**src/sv/ths_pkg.sv**
```systemverilog
// Package of the two-hand start supervisor: request and response types,
// status codes, register indexes and reset values. Depends on nothing.
package ths_pkg;

   localparam int unsigned CsrIndexWidth = 3;
   localparam int unsigned CsrDataWidth  = 24;
   localparam int unsigned WindowWidth   = 16;
   localparam int unsigned TotalWidth    = 24;

   // Register indexes.
   localparam logic [CsrIndexWidth-1:0] CSR_TWO_BUTTON_MODE = 3'd0;
   localparam logic [CsrIndexWidth-1:0] CSR_PRESSED_LEVEL_A = 3'd1;
   localparam logic [CsrIndexWidth-1:0] CSR_PRESSED_LEVEL_B = 3'd2;
   localparam logic [CsrIndexWidth-1:0] CSR_WINDOW_TICKS    = 3'd3;
   localparam logic [CsrIndexWidth-1:0] CSR_TOTAL_TICKS     = 3'd4;

   // Register reset values.
   localparam logic                   RST_TWO_BUTTON_MODE = 1'b1;
   localparam logic                   RST_PRESSED_LEVEL_A = 1'b1;
   localparam logic                   RST_PRESSED_LEVEL_B = 1'b1;
   localparam logic [WindowWidth-1:0] RST_WINDOW_TICKS    = 16'd200;
   localparam logic [TotalWidth-1:0]  RST_TOTAL_TICKS     = 24'd600000;

   localparam logic [WindowWidth-1:0] WINDOW_MAX = '1;
   localparam logic [TotalWidth-1:0]  TOTAL_MAX  = '1;

   // Response status codes.
   localparam logic [2:0] ST_IDLE    = 3'd0;
   localparam logic [2:0] ST_RELEASE = 3'd1;
   localparam logic [2:0] ST_ARMED   = 3'd2;
   localparam logic [2:0] ST_SUCCESS = 3'd3;
   localparam logic [2:0] ST_TERM    = 3'd4;
   localparam logic [2:0] ST_TIMEOUT = 3'd5;

   typedef enum logic [1:0] {
      PH_IDLE,
      PH_RELEASE,
      PH_ARMED
   } phase_type;

   typedef struct packed {
      logic start_attempt;
      logic level_a;
      logic level_b;
      logic read_ok_a;
      logic read_ok_b;
      logic abort_request;
   } req_type;

   typedef struct packed {
      logic [2:0] status;
      logic       finished;
   } rsp_type;

endpackage

```
**src/sv/two_hand_start_supervisor.sv**
```systemverilog
// Two-hand start supervisor: top level with the attempt state machine.
// Depends on ths_pkg.
//
// Usage. Each request on the req_ channel is one poll tick: the button
// levels, their read-valid bits, an abort and a start strobe. For every
// request exactly one response leaves on the rsp_ channel, carrying the
// attempt status and a finished flag that is high only on the tick the
// attempt ends (success, terminated or total timeout). Both channels use
// valid/ready handshakes.
// A request is taken into an input register, and its response moves into
// the output register when the output stage can move, raising rsp_valid.
// The state update is a single pass of short logic (one 16-bit and one
// 24-bit compare and increment), so one request per cycle is sustained
// while the receiver keeps rsp_ready high.
// If the receiver stalls, the waiting response holds and one further
// request can still be taken into the input register; only then does
// req_ready fall.
// Synchronous reset returns the attempt to idle, clears all timers and both
// pipeline stages, and loads the register defaults (two-button mode,
// active-high buttons, 200 window ticks, 600000 total ticks). The csr_ port
// writes a register. The user must use it only while idle; not enforced.
module two_hand_start_supervisor (
   input  logic                                 clock,
   input  logic                                 reset,
   input  logic                                 req_valid,
   output logic                                 req_ready,
   input  ths_pkg::req_type                     req_data,
   output logic                                 rsp_valid,
   input  logic                                 rsp_ready,
   output ths_pkg::rsp_type                     rsp_data,
   input  logic                                 csr_write_en,
   input  logic [ths_pkg::CsrIndexWidth-1:0]    csr_index,
   input  logic [ths_pkg::CsrDataWidth-1:0]     csr_wdata
);

   // Configuration registers.
   logic                               mode_ff;
   logic                               lvl_a_ff;
   logic                               lvl_b_ff;
   logic [ths_pkg::WindowWidth-1:0]    window_ticks_ff;
   logic [ths_pkg::TotalWidth-1:0]     total_ticks_ff;

   // Pipeline registers.
   logic                               in_valid_ff, in_valid_in;
   ths_pkg::req_type                   in_ff;
   logic                               rsp_valid_ff, rsp_valid_in;
   ths_pkg::rsp_type                   rsp_ff, rsp_in;

   // Attempt state.
   ths_pkg::phase_type                 phase_ff, phase_in;
   logic                               win_open_ff, win_open_in;
   logic [ths_pkg::WindowWidth-1:0]    win_count_ff, win_count_in;
   logic                               exp_wait_ff, exp_wait_in;
   logic [ths_pkg::TotalWidth-1:0]     total_count_ff, total_count_in;

   // Results of one tick's step, before the pipeline decides to commit it.
   ths_pkg::phase_type                 ph_eff;
   ths_pkg::phase_type                 ph_step;
   logic                               wo_step;
   logic [ths_pkg::WindowWidth-1:0]    wc_step;
   logic                               exp_step;
   logic [ths_pkg::TotalWidth-1:0]     tc_step;
   logic                               ended;
   logic [2:0]                         end_code;

   logic                               advance;
   logic                               fire;
   logic                               req_accept;

   // The output stage moves when it is empty or being emptied; the input
   // stage feeds it whenever it holds a request and the output can move.
   assign advance    = !rsp_valid_ff || rsp_ready;
   assign fire       = in_valid_ff && advance;
   assign req_ready  = !in_valid_ff || advance;
   assign req_accept = req_valid && req_ready;

   assign rsp_valid = rsp_valid_ff;
   assign rsp_data  = rsp_ff;

   // Configuration writes.
   always_ff @(posedge clock) begin
      if (reset) begin
         mode_ff         <= ths_pkg::RST_TWO_BUTTON_MODE;
         lvl_a_ff        <= ths_pkg::RST_PRESSED_LEVEL_A;
         lvl_b_ff        <= ths_pkg::RST_PRESSED_LEVEL_B;
         window_ticks_ff <= ths_pkg::RST_WINDOW_TICKS;
         total_ticks_ff  <= ths_pkg::RST_TOTAL_TICKS;
      end else if (csr_write_en) begin
         unique case (csr_index)
            ths_pkg::CSR_TWO_BUTTON_MODE: mode_ff  <= csr_wdata[0];
            ths_pkg::CSR_PRESSED_LEVEL_A: lvl_a_ff <= csr_wdata[0];
            ths_pkg::CSR_PRESSED_LEVEL_B: lvl_b_ff <= csr_wdata[0];
            ths_pkg::CSR_WINDOW_TICKS:
               window_ticks_ff <= csr_wdata[ths_pkg::WindowWidth-1:0];
            ths_pkg::CSR_TOTAL_TICKS:
               total_ticks_ff <= csr_wdata[ths_pkg::TotalWidth-1:0];
            default: ;
         endcase
      end
   end

   // One tick of the supervisor. A start strobe first clears the attempt
   // and puts it in the release wait; the same tick is then processed.
   // Order within the tick: abort, then the phase step, then the total limit.
   always_comb begin
      logic two;
      logic pa;
      logic pb;
      logic any;
      logic success;
      logic wo_eff;
      logic [ths_pkg::WindowWidth-1:0] wc_eff;
      logic exp_eff;
      logic [ths_pkg::TotalWidth-1:0] tc_eff;

      two = mode_ff;
      pa  = in_ff.read_ok_a && (in_ff.level_a == lvl_a_ff);
      pb  = two && in_ff.read_ok_b && (in_ff.level_b == lvl_b_ff);
      any = pa || pb;

      ph_eff  = in_ff.start_attempt ? ths_pkg::PH_RELEASE : phase_ff;
      wo_eff  = in_ff.start_attempt ? 1'b0 : win_open_ff;
      wc_eff  = in_ff.start_attempt ? '0 : win_count_ff;
      exp_eff = in_ff.start_attempt ? 1'b0 : exp_wait_ff;
      tc_eff  = in_ff.start_attempt ? '0 : total_count_ff;

      ph_step  = ph_eff;
      wo_step  = wo_eff;
      wc_step  = wc_eff;
      exp_step = exp_eff;
      success  = 1'b0;
      ended    = 1'b0;
      end_code = ths_pkg::ST_IDLE;

      if (ph_eff == ths_pkg::PH_RELEASE) begin
         // Arm once every configured button reads cleanly and is released.
         if (in_ff.read_ok_a && (!two || in_ff.read_ok_b) && !any) begin
            ph_step = ths_pkg::PH_ARMED;
         end
      end else if (ph_eff == ths_pkg::PH_ARMED) begin
         if (!two) begin
            success = pa;
         end else if (exp_eff) begin
            // After an expiry, refuse until both buttons are let go.
            if (!any) begin
               exp_step = 1'b0;
            end
         end else begin
            if (any && !wo_eff) begin
               wo_step = 1'b1;
               wc_step = '0;
            end
            if (wo_step) begin
               if (wc_step >= window_ticks_ff) begin
                  wo_step  = 1'b0;
                  wc_step  = '0;
                  exp_step = any;
               end else begin
                  success = pa && pb;
                  if (wc_step != ths_pkg::WINDOW_MAX) begin
                     wc_step = wc_step + 1'b1;
                  end
               end
            end
         end
      end

      tc_step = (tc_eff != ths_pkg::TOTAL_MAX) ? tc_eff + 1'b1 : tc_eff;

      if (ph_eff != ths_pkg::PH_IDLE) begin
         if (in_ff.abort_request) begin
            ended    = 1'b1;
            end_code = ths_pkg::ST_TERM;
         end else if (success) begin
            ended    = 1'b1;
            end_code = ths_pkg::ST_SUCCESS;
         end else if (tc_step >= total_ticks_ff) begin
            ended    = 1'b1;
            end_code = ths_pkg::ST_TIMEOUT;
         end
      end
   end

   // Next state: committed only when the tick moves to the output stage.
   always_comb begin
      phase_in       = phase_ff;
      win_open_in    = win_open_ff;
      win_count_in   = win_count_ff;
      exp_wait_in    = exp_wait_ff;
      total_count_in = total_count_ff;
      if (fire) begin
         if (ended || (ph_eff == ths_pkg::PH_IDLE)) begin
            phase_in       = ths_pkg::PH_IDLE;
            win_open_in    = 1'b0;
            win_count_in   = '0;
            exp_wait_in    = 1'b0;
            total_count_in = '0;
         end else begin
            phase_in       = ph_step;
            win_open_in    = wo_step;
            win_count_in   = wc_step;
            exp_wait_in    = exp_step;
            total_count_in = tc_step;
         end
      end
   end

   // Response of the tick.
   always_comb begin
      rsp_in.finished = ended;
      if (ended) begin
         rsp_in.status = end_code;
      end else begin
         unique case (ph_step)
            ths_pkg::PH_RELEASE: rsp_in.status = ths_pkg::ST_RELEASE;
            ths_pkg::PH_ARMED:   rsp_in.status = ths_pkg::ST_ARMED;
            default:             rsp_in.status = ths_pkg::ST_IDLE;
         endcase
      end
   end

   // Handshake bookkeeping of the two stages.
   always_comb begin
      in_valid_in = in_valid_ff;
      if (req_accept) begin
         in_valid_in = 1'b1;
      end else if (fire) begin
         in_valid_in = 1'b0;
      end
      rsp_valid_in = rsp_valid_ff;
      if (fire) begin
         rsp_valid_in = 1'b1;
      end else if (rsp_ready) begin
         rsp_valid_in = 1'b0;
      end
   end

   always_ff @(posedge clock) begin
      if (reset) begin
         in_valid_ff    <= 1'b0;
         rsp_valid_ff   <= 1'b0;
         phase_ff       <= ths_pkg::PH_IDLE;
         win_open_ff    <= 1'b0;
         win_count_ff   <= '0;
         exp_wait_ff    <= 1'b0;
         total_count_ff <= '0;
      end else begin
         in_valid_ff    <= in_valid_in;
         rsp_valid_ff   <= rsp_valid_in;
         phase_ff       <= phase_in;
         win_open_ff    <= win_open_in;
         win_count_ff   <= win_count_in;
         exp_wait_ff    <= exp_wait_in;
         total_count_ff <= total_count_in;
      end
   end

   // Payload registers.
   always_ff @(posedge clock) begin
      if (req_accept) begin
         in_ff <= req_data;
      end
      if (fire) begin
         rsp_ff <= rsp_in;
      end
   end

endmodule

```
**config.mk**
```make
export PLATFORM = sky130hd
export DESIGN_NAME = two_hand_start_supervisor
export DESIGN_NICKNAME = d
export VERILOG_FILES = /design/src/sv/ths_pkg.sv /design/src/sv/two_hand_start_supervisor.sv
export SDC_FILE = /design/constraint.sdc
export NUM_CORES = 1
export LEC_CHECK = 0
export ABC_AREA = 1
export BUFFER_PORTS_ARGS = -buffer_cell sky130_fd_sc_hd__buf_4
export CORE_UTILIZATION = 31
export DETAILED_ROUTE_END_ITERATION = 7
export PLACE_DENSITY = 0.5
export REMOVE_ABC_BUFFERS = 1
export SYNTH_ARGS = -nofsm -noshare
export SYNTH_HDL_FRONTEND = slang
export SYNTH_SLANG_ARGS = --single-unit
export TNS_END_PERCENT = 10
```
**constraint.sdc**
```tcl
create_clock -name clock -period 4.9 [get_ports clock]
set_input_delay 0.245 -clock clock [delete_from_list [all_inputs] [get_ports clock]]
set_output_delay 0.245 -clock clock [all_outputs]
set_load 0.01 [all_outputs]
```
; ---- Word level (Yosys, flattened, before mapping)
; Index checks and enable logic that the tools add are counted.
[word_totals]
ff_bits = 99
input_bits = 38
output_inout_bits = 6
word_cells = 128
[classes]
add_sub_neg = 2
order_cmp = 2
n_eq_ne = 12
mux = 63
reduce_logical = 29
[op_table]
columns = operator, n
row1 = 16-bit 2-to-1 mux, 14
row2 = 24-bit 2-to-1 mux, 3
row3 = 1-bit 2-to-1 mux, 36
row4 = 24-bit by 1-bit adder with 24-bit output (second input constant), 1
row5 = 24-bit greater-or-equal comparator, 1
row6 = 24-bit != test (second input constant), 1
row7 = 16-bit by 1-bit adder with 16-bit output (second input constant), 1
row8 = 16-bit greater-or-equal comparator, 1
row9 = 16-bit != test (second input constant), 1
row10 = 3-bit 2-to-1 mux, 5
row11 = 2-bit AND reduction, 5
row12 = 1-bit logical AND, 9
row13 = 2-bit 2-to-1 mux, 4
row14 = 3-bit by 2-bit equality test with 1-bit output (second input constant), 2
row15 = 2-bit nonzero test, 3
row16 = 1-bit zero test, 5
row17 = 1-bit logical OR, 5
row18 = 2-bit by 1-bit equality test with 1-bit output (second input constant), 2
row19 = 2-bit equality test (second input constant), 2
row20 = 2-bit case mux with 2 select lines, 1
row21 = 3-bit by 1-bit equality test with 1-bit output (second input constant), 1
row22 = 3-bit equality test (second input constant), 1
row23 = 3-bit zero test, 1
row24 = 1-bit equality test, 2
row25 = 2-bit zero test, 1

; ---- Depth between registers and ports, before layout
; Gate-level depths: netlist (run 1).
[logic_depth]
ltp_word = 21
ltp_mapped = 28
mapped_depth_nobuf = 25

; ---- Worst setup path before layout (run 1)
; OpenSTA, ideal clock, no wires.
[synth_timing]
kind = reg-to-reg
start = register in_ff[5] (netlist bit)
end = register rsp_ff (netlist bit rsp_data[2]), data pin
setup_ns = 0.268
t_arrival_ns = 3.689
required_time_ns = 4.632
path_slack_ns = 0.944
path_stages_with_launch = 24
path_buffers = 4
period_less_slack_ns = 3.956
cell_sequence = edfxtp_1 -> buf_6 -> buf_8 -> buf_6 -> nor2_1 -> ha_1 -> nand3_2 -> nor2_2 -> nand4_2 -> nor2_2 -> nand2_2 -> nor2_4 -> inv_4 -> nand3_4 -> nor2_2 -> xor2_2 -> ha_1 -> nand2_1 -> nor4_1 -> nor4b_1 -> a21oi_1 -> nand3_4 -> buf_2 -> o22ai_1
[synth_rtl]
columns = item, line_no
row1 = "start, declared", two_hand_start_supervisor.sv:45  ; ths_pkg::req_type in_ff;
row2 = "start signal, assigned", two_hand_start_supervisor.sv:261  ; in_ff <= req_data;
row3 = "end signal, assigned", two_hand_start_supervisor.sv:264  ; rsp_ff <= rsp_in;
row4 = "end, declared", two_hand_start_supervisor.sv:47  ; ths_pkg::rsp_type rsp_ff, rsp_in;

; ---- Final worst setup path (run 1)
[layout_timing]
start = register in_ff[5] (netlist bit)
end = register win_open_ff
[layout_between]
elab_chain_len = 20
word_cells_on_any_way = 44
cone_classes = add/sub: 1 / order compare: 2 / eq/ne: 3 / mux: 33 / reduce/logical: 5
[layout_lines]
columns = item, line_no
row1 = 1-bit 2-to-1 mux, two_hand_start_supervisor.sv:122  ; wo_eff = in_ff.start_attempt ? 1'b0 : win_open_ff;
row2 = 1-bit zero test, two_hand_start_supervisor.sv:149  ; if (any && !wo_eff) begin
row3 = 1-bit logical AND, two_hand_start_supervisor.sv:149
row4 = 16-bit 2-to-1 mux, two_hand_start_supervisor.sv:149
row5 = 16-bit 2-to-1 mux, two_hand_start_supervisor.sv:143  ; end else if (exp_eff) begin
row6 = 16-bit 2-to-1 mux, two_hand_start_supervisor.sv:141  ; if (!two) begin
row7 = 16-bit 2-to-1 mux, two_hand_start_supervisor.sv:140  ; end else if (ph_eff == ths_pkg::PH_ARMED) begin
row8 = 16-bit 2-to-1 mux, two_hand_start_supervisor.sv:135  ; if (ph_eff == ths_pkg::PH_RELEASE) begin
row9 = [4 not listed], --
row10 = 1-bit 2-to-1 mux, two_hand_start_supervisor.sv:141
row11 = 1-bit 2-to-1 mux, two_hand_start_supervisor.sv:140
row12 = 1-bit 2-to-1 mux, two_hand_start_supervisor.sv:135
row13 = 1-bit 2-to-1 mux, two_hand_start_supervisor.sv:174  ; end else if (success) begin
row14 = 1-bit 2-to-1 mux, two_hand_start_supervisor.sv:171  ; if (in_ff.abort_request) begin
row15 = 1-bit 2-to-1 mux, two_hand_start_supervisor.sv:170  ; if (ph_eff != ths_pkg::PH_IDLE) begin
row16 = 1-bit logical OR, two_hand_start_supervisor.sv:192  ; if (ended || (ph_eff == ths_pkg::PH_IDLE)) begin
row17 = 1-bit 2-to-1 mux *, two_hand_start_supervisor.sv:192
row18 = "end signal, assigned", two_hand_start_supervisor.sv:251  ; win_open_ff <= win_open_in;
row19 = "end, declared", two_hand_start_supervisor.sv:51  ; logic win_open_ff, win_open_in;
; Mark *: on every way between the ends. The rest lies on a longest branch, timed or not. The select of a mux whose other input is x is not followed.
; A chain may end at the register's enable or synchronous reset.

==> results.toml, run 1 <==
[placement]
place_hpwl_um = 14170
numPortBuffers = 43
placedCellCount = 1347
dpl-instance-area_um2 = 7705
place.gp.congestion = 0.8495

[logic_synthesis]
synth.distinct_cells = 46
synth-compound-area-share = 0.1839
synth_warnings = 0
synth_xor_area_frac = 0.03709
synthesis.instances = 1049
synth-seq-area-share = 0.2897
syn_area_per_cell_um2 = 6.850
ys_seq_elements = 99
synthMuxAreaShare = 0
netlist_area_um2 = 7186
synthSimpleGateAreaFrac = 0.3011
synth_top_family_by_area = "simple AND/OR/NAND/NOR gates"
synth_adder_area_share = 0.07313

[hold_path]
hp-start = "req_data[0]"
hold_path_end = "in_ff[0]"
hp-class = "in -> reg"
holdPathStages = 1

[setup_path]
cp_top_family = "simple AND/OR/NAND/NOR gates"
rr_worst_depth = 22
worstReg2RegEnd = "win_open_ff"
end_kind = "flop"
ff2ff_setup_slack_ns = 0.35
crit_buf_inv = 2
cp_max_fo = 12
crit_path_max_incr_delay_ns = 0.53
cp_data_required_time_ns = 5.13
startpoint_type = "flop"
cp.arrival_ns = 4.78
r2r_start = "in_ff[5]"
worstPathCellList = "nor2_1, ha_1, nand3_2, nor2_2, nand4_2, nor2_2, nand2_2, nor2_4, inv_4, nand3_4, nor2_2, xor2_2, ha_1, nand2_1, nor4_2, nor4b_1, a21oi_1, nand3_4, buf_4, nor2_1, a22oi_1, nor2_1"
critPathKind = "reg -> reg"
crit_slowest_cell = "edfxtp_1"

[cells_and_area]
layout_commonest_cell = "nand2_1"
drive_above_1_share = 0.1475
antennaDiodeCount = 0
final_cells = 1363
final_cell_area_um2 = 8043
final_cell_mix = "242 x nand2_1, 143 x inv_1, 138 x a21oi_1"
multi_input_area_um2 = 4283
fillCellCount = 2455
ff_latch_area_um2 = 2082
area_delta_synth_final_pct = 11.93
nets = 1153

[global_route]
antenna_found_initial = 0
grt_overflow = 0
grt_pass1_vias = 6217
track_usage = 0.1721
grt_pass1_wl_um = 32640
grt_start_max_net_pins = 47

[timing]
hold_viol_final = 0
setup_viol = 0
holdWs_ns = 0.05344
tightest_slew_ns = 0.9028
period_needed_ns = 4.548
fmax_ghz = 0.2199
slew_violations = 0
period_share = 0.9281
skew_ns = 0.01403
slew_headroom = 0.3975

[detailed_routing]
drt-wirelength-per-cell_um = 14.25
routed_wl_um = 19430
routed-wl-met2_um = 8480
num_vias = 6504
first_iter_violations = 412
top_layer = "met4"
vias_per_cell = 4.772
drt-met1-wl_um = 10150
dr_wl_met3_um = 548
drc = 0
firstDrtPassIters = 5
ant_nets = 0

[power_and_ir_drop]
power.internal_mw = 1.373
finalPower_mw = 1.897
pwr-share-comb = 0.120
p_sw_mw = 0.5239
power.share.clock = 0.430
power.leakage_nw = 3.443
vdd_ir_drop_max_mv = 0.1518
p_sw_frac = 0.2762
p_per_area_nw_per_um2 = 235.9
seqPwrFrac = 0.450

[clocking]
htreeDepth = 3
cts_tree = "built"
cts_root_buf = "clkbuf_16"
numCtsBuffers = 9
clk_path_buf_depth = 2
clk_pin_slew_ns = 0.08
postCtsSetupBuffers = 0
worstSkewPairLatency_ns = 0.36
clock-sinks = 99

[floorplan]
initial_core_util = 0.3164
die_w_um = 154.3
fp.dieArea_um2 = 23790
dieHeight_um = 154.3
coreArea_um2 = 22710
fp-row-count = 55
io-pin-count = 44

[flow_run]
drv_cap = 0

[outcome]
status = "finished clean"
sequential cells by signal (all words and copies together), names as in the netlist, 2 cells and up:
signal	cells
in_ff	6
phase_ff	2
rsp_data	4
total_count_ff	24
total_ticks_ff	24
win_count_ff	16
window_ticks_ff	16
cell families (layout without fill, tap and decap cells):
| kind of cell | after synthesis | after routing |
|---|---|---|
| fa+ha+maj | 42 | 42 |
| compound gates | 249 | 249 |
| flops | 99 | 99 |
| xor+xnor | 27 | 27 |
| simple gates | 436 | 436 |
| buf+inv | 196 | 225 |
worst max path at each step:
| stage | from | to | slack [ns] | cells after the start |
|---|---|---|---|---|
| 2_1_floorplan | in_ff[5] | win_count_ff[12] | 0.22 | 23 |
| 3_3_place_gp | in_ff[5] | win_open_ff | 0.30 | 22 |
| 3_5_place_dp | in_ff[5] | win_open_ff | 0.20 | 22 |
| 4_1_cts | in_ff[5] | win_open_ff | 0.20 | 22 |
| 5_1_grt | in_ff[5] | win_open_ff | -0.003 | 22 |
| 6_report | in_ff[5] | win_open_ff | 0.35 | 22 |
cell usage after synthesis (all sizes together):
library cell	n	area, µm²
buf	14	141.4
o22ai	1	6.260
clkinv	1	3.750
ha	42	525.5
a22oi	1	7.510
nor4	6	58.80
a21oi	146	760.7
nor4b	1	8.760
nand4	17	133.9
nor3	16	106.4
edfxtp	10	300.3
nand3	41	267.8
nand2	254	988.5
a21boi	5	37.54
nor2	99	584.3
xnor2	7	61.31
nand3b	2	15.01
a31oi	1	6.260
o21ai	84	420.4
xor2	20	205.2
o211ai	11	82.58
dfxtp	89	1782
clkbuf	27	101.4
inv	154	580.6
layout make-up:
cell class | count | area share
flip-flops and latches | 99 | 0.2589
multi-input cells | 754 | 0.5325
clock buffers | 9 | 0.02800
inverters | 155 | 0.07265
clock inverters | 7 | 0.01322
repair buffers | 54 | 0.05040
well taps | 285 | 0.04434
through the flow:
stage                       util  setup TNS, ns  worst slack (ns)
final                     0.3542              0            0.3524
after global routing      0.3542      -0.003383         -0.003383
after CTS                 0.3539              0            0.1959
after detailed placement  0.3393              0            0.1954
after global placement    0.3393              0            0.3025
after floorplan                -              0            0.2188
repair_timing:
item	CTS	global route
setup endpoints to repair	0	21
hold endpoints to repair	0	0
hold buffers	0	0
resized for setup	0	1
worst register-to-register path, cell delays in order, from the launching register on:
cell and delay (ns):
edfxtp_1 0.53, nor2_1 0.23, ha_1 0.23, nand3_2 0.14
nor2_2 0.12, nand4_2 0.13, nor2_2 0.12, nand2_2 0.10
nor2_4 0.16, inv_4 0.09, nand3_4 0.08, nor2_2 0.05
xor2_2 0.15, ha_1 0.30, nand2_1 0.09, nor4_2 0.50
nor4b_1 0.46, a21oi_1 0.29, nand3_4 0.19, buf_4 0.23
nor2_1 0.06, a22oi_1 0.14, nor2_1 0.06
power groups by stage:
stage	Combinational [mW]	Sequential [mW]	Clock (mW)
6_report	0.228	0.854	0.815
2_1_floorplan	0.129	0.877	0
5_1_grt	0.259	0.857	0.878
4_1_cts	0.231	0.854	0.841
3_5_place_dp	0.230	0.873	0
3_3_place_gp	0.229	0.873	0
per-layer routing:
metal,track usage,vias up
met2,0.2716,96
li1,-,3458
met5,0,-
met3,0.02606,18
met4,0.04432,0
met1,0.2442,2932
No activity file was read; power rests on OpenSTA's default activity.
==> run 2: changes to the inputs <==
- ABC_AREA: 1 -> unset
- CORE_ASPECT_RATIO: unset -> 1.5
- PLACE_DENSITY: 0.5 -> 0.52
- clock period: 4.9 -> 3.7 ns (I/O delays scaled with it)
==> results.toml, run 2 <==
[logic_synthesis]
synth-seq-area-share = 0.3377
netlist_area_um2 = 6166
synth_top_family_by_area = "simple AND/OR/NAND/NOR gates"
synthesis.instances = 778
synth_common_cells = "132 x nand2_1, 89 x dfxtp_1, 66 x a21oi_1, 56 x nor2_1, 52 x inv_1"
synth_edf_count = 10
synth_flop_cell = "dfxtp_1"
synth_adder_area_share = 0.08523
synthArstFlopShare = 0
yosysTopAreaCellShare = 0.2890
post-synth-top-area-cell = "dfxtp_1"
synth.distinct_cells = 76
synth_xor_area_frac = 0.03693
synth.area.top_cells = "dfxtp_1 29%, ha_1 8.5%, nand2_1 8.0%"
yosysMostFrequentCell = "nand2_1"
ys_seq_elements = 99
synth_warnings = 0
synthMuxAreaShare = 0.008929
synthSimpleGateAreaFrac = 0.2782
syn_area_per_cell_um2 = 7.925
synth-compound-area-share = 0.2001

[floorplan]
die_w_um = 117.2
fp.dieArea_um2 = 20470
dieHeight_um = 174.7
fp-row-count = 62
coreArea_um2 = 19320
io-pin-count = 44
initial_core_util = 0.3192

[cells_and_area]
final_cell_mix = "183 x buf_4, 125 x nand2_1, 89 x dfxtp_1"
layout_commonest_cell = "buf_4"
nets = 1037
antennaDiodeCount = 0
drive_above_1_share = 0.3264
fillCellCount = 1982
ff_latch_area_um2 = 2082
largestRegisters = "total_count_ff: 24 flops, total_ticks_ff: 24 flops"
final_cells = 1218
area_delta_synth_final_pct = 40.30
multi_input_area_um2 = 4194
final_util = 0.4479
final_cell_area_um2 = 8651

[setup_path]
crit_buf_inv = 3
cp_data_required_time_ns = 3.96
cp.arrival_ns = 4.29
crit_slowest_cell = "edfxtp_1"
cp_max_fo = 8
end_kind = "flop"
critPathKind = "reg -> reg"
cp_top_family = "compound AO/OA/AOI/OAI gates"
crit_path_max_incr_delay_ns = 0.45
cp_common_cell = "buf_6"
startpoint_type = "flop"
worstPathCellList = "buf_6, nand3b_1, buf_4, or4_4, o41ai_4, nor2_1, xnor2_1, nor2_2, ha_1, o2111ai_2, a31o_1, a2111oi_4, or4b_4, nor2_4, buf_6, a31o_4, a221o_1"

[power_and_ir_drop]
p_sw_mw = 0.6254
power.leakage_nw = 3.548
p_per_area_nw_per_um2 = 274.6
seqPwrFrac = 0.469
power.internal_mw = 1.750
power.share.clock = 0.424
pwr-share-comb = 0.106
vdd_ir_drop_max_mv = 0.1628
p_sw_frac = 0.2632
finalPower_mw = 2.376

[detailed_routing]
ant_nets = 0
firstDrtPassIters = 4
drt-wirelength-per-cell_um = 17.01
routed_wl_um = 20720
vias_per_cell = 5.150
first_iter_violations = 310
num_vias = 6273
drc = 0

[clocking]
numCtsBuffers = 9
worstSkewPairLatency_ns = 0.36
cts_tree = "built"
cts_root_buf = "clkbuf_16"
clock-sinks = 99
clk_pin_slew_ns = 0.09
clk_path_buf_depth = 2
htreeDepth = 3

[timing]
finalSetupTns_ns = -8.864
skew_ns = 0.02069
slew_violations = 0
period_needed_ns = 4.035
fin_ws_ns = -0.3351
period_share = 1.091
slew_headroom = 0.4601
holdWs_ns = 0.01330
rsz0062_at_grt = "yes"
fmax_ghz = 0.2478
setup_viol = 42
tightest_slew_ns = 0.8068
hold_viol_final = 0

[placement]
placedCellCount = 1183
numPortBuffers = 43
place_hpwl_um = 15570
dpl-instance-area_um2 = 7709
place.gp.congestion = 0.8770
dp_worst_setup_slack_ns = -0.9354

[outcome]
status = "finished with violations"
violations = "negative setup slack"

[global_route]
antenna_found_initial = 0
track_usage = 0.2083
grt_start_max_net_pins = 43
grt_overflow = 0
grt_pass1_vias = 6191
grt_pass1_wl_um = 32290

[hold_path]
hp-class = "in -> reg"

[flow_run]
drv_cap = 0
==> run 2: layout make-up <==
class	count	share of cell area
Sequential cell	99	0.2407
Timing Repair Buffer	199	0.1795
Inverter	52	0.02256
Tap cell	256	0.03703
Multi-Input combinational cell	596	0.4848
Clock buffer	9	0.02603
Clock inverter	7	0.009401
==> run 2: kinds of logic (layout without fill, tap and decap cells) <==
| logic type | count (synthesis) | count (layout) |
|---|---|---|
| mux | 5 | 5 |
| fa+ha+maj | 42 | 42 |
| flops | 99 | 99 |
| compound gates | 183 | 183 |
| buf+inv | 83 | 267 |
| simple gates | 340 | 340 |
| xor+xnor | 26 | 26 |
==> run 2: timing repair <==
item	in CTS	in global routing
hold buffers	1	0
cloned	1	0
gates resized for setup	78	40
buffers inserted	13	6
setup endpoints to repair	48	48
endpoints found under the hold margin	1	0
pin swaps	43	27
==> run 2: path summary, 6_finish.rpt <==
| kind | cells past startpoint | slack (ns) | start | endpoint |
|---|---|---|---|---|
| setup / recovery | 17 | -0.34 | in_ff[5] | win_count_ff[9] |
| hold / removal | 1 | 0.01 | req_data[3] | in_ff[3] |
| hold reg to reg | 2 | 0.45 | total_ticks_ff[17] | total_ticks_ff[17] |
| setup reg to reg | 17 | -0.34 | in_ff[5] | win_count_ff[9] |
==> run 2: power by group through the flow <==
| stage | clock network [mW] | logic (mW) | registers, mW |
|---|---|---|---|
| floorplan | 0 | 0.0934 | 1.14 |
| global placement | 0 | 0.229 | 1.14 |
| detailed placement | 0 | 0.228 | 1.14 |
| CTS | 1.02 | 0.246 | 1.11 |
| global route | 1.06 | 0.274 | 1.12 |
| finish | 1.01 | 0.253 | 1.11 |
==> run 2: per-layer routing <==
layer / track usage / up-vias / wire length [µm]
li1: - / 3109 / -
met1: 0.2337 / 3021 / 8203
met2: 0.3885 / 106 / 11370
met3: 0.02116 / 37 / 432
met4: 0.08597 / 0 / 710
met5: 0 / - / 0
==> run 2: worst register-to-register path, cell delays in order (launching register included) <==
cell and delay [ns]:
edfxtp_1 0.45, buf_6 0.17, nand3b_1 0.16, buf_4 0.15
or4_4 0.44, o41ai_4 0.24, nor2_1 0.09, xnor2_1 0.18
nor2_2 0.08, ha_1 0.31, o2111ai_2 0.11, a31o_1 0.24
a2111oi_4 0.39, or4b_4 0.23, nor2_4 0.05, buf_6 0.13
a31o_4 0.22, a221o_1 0.30
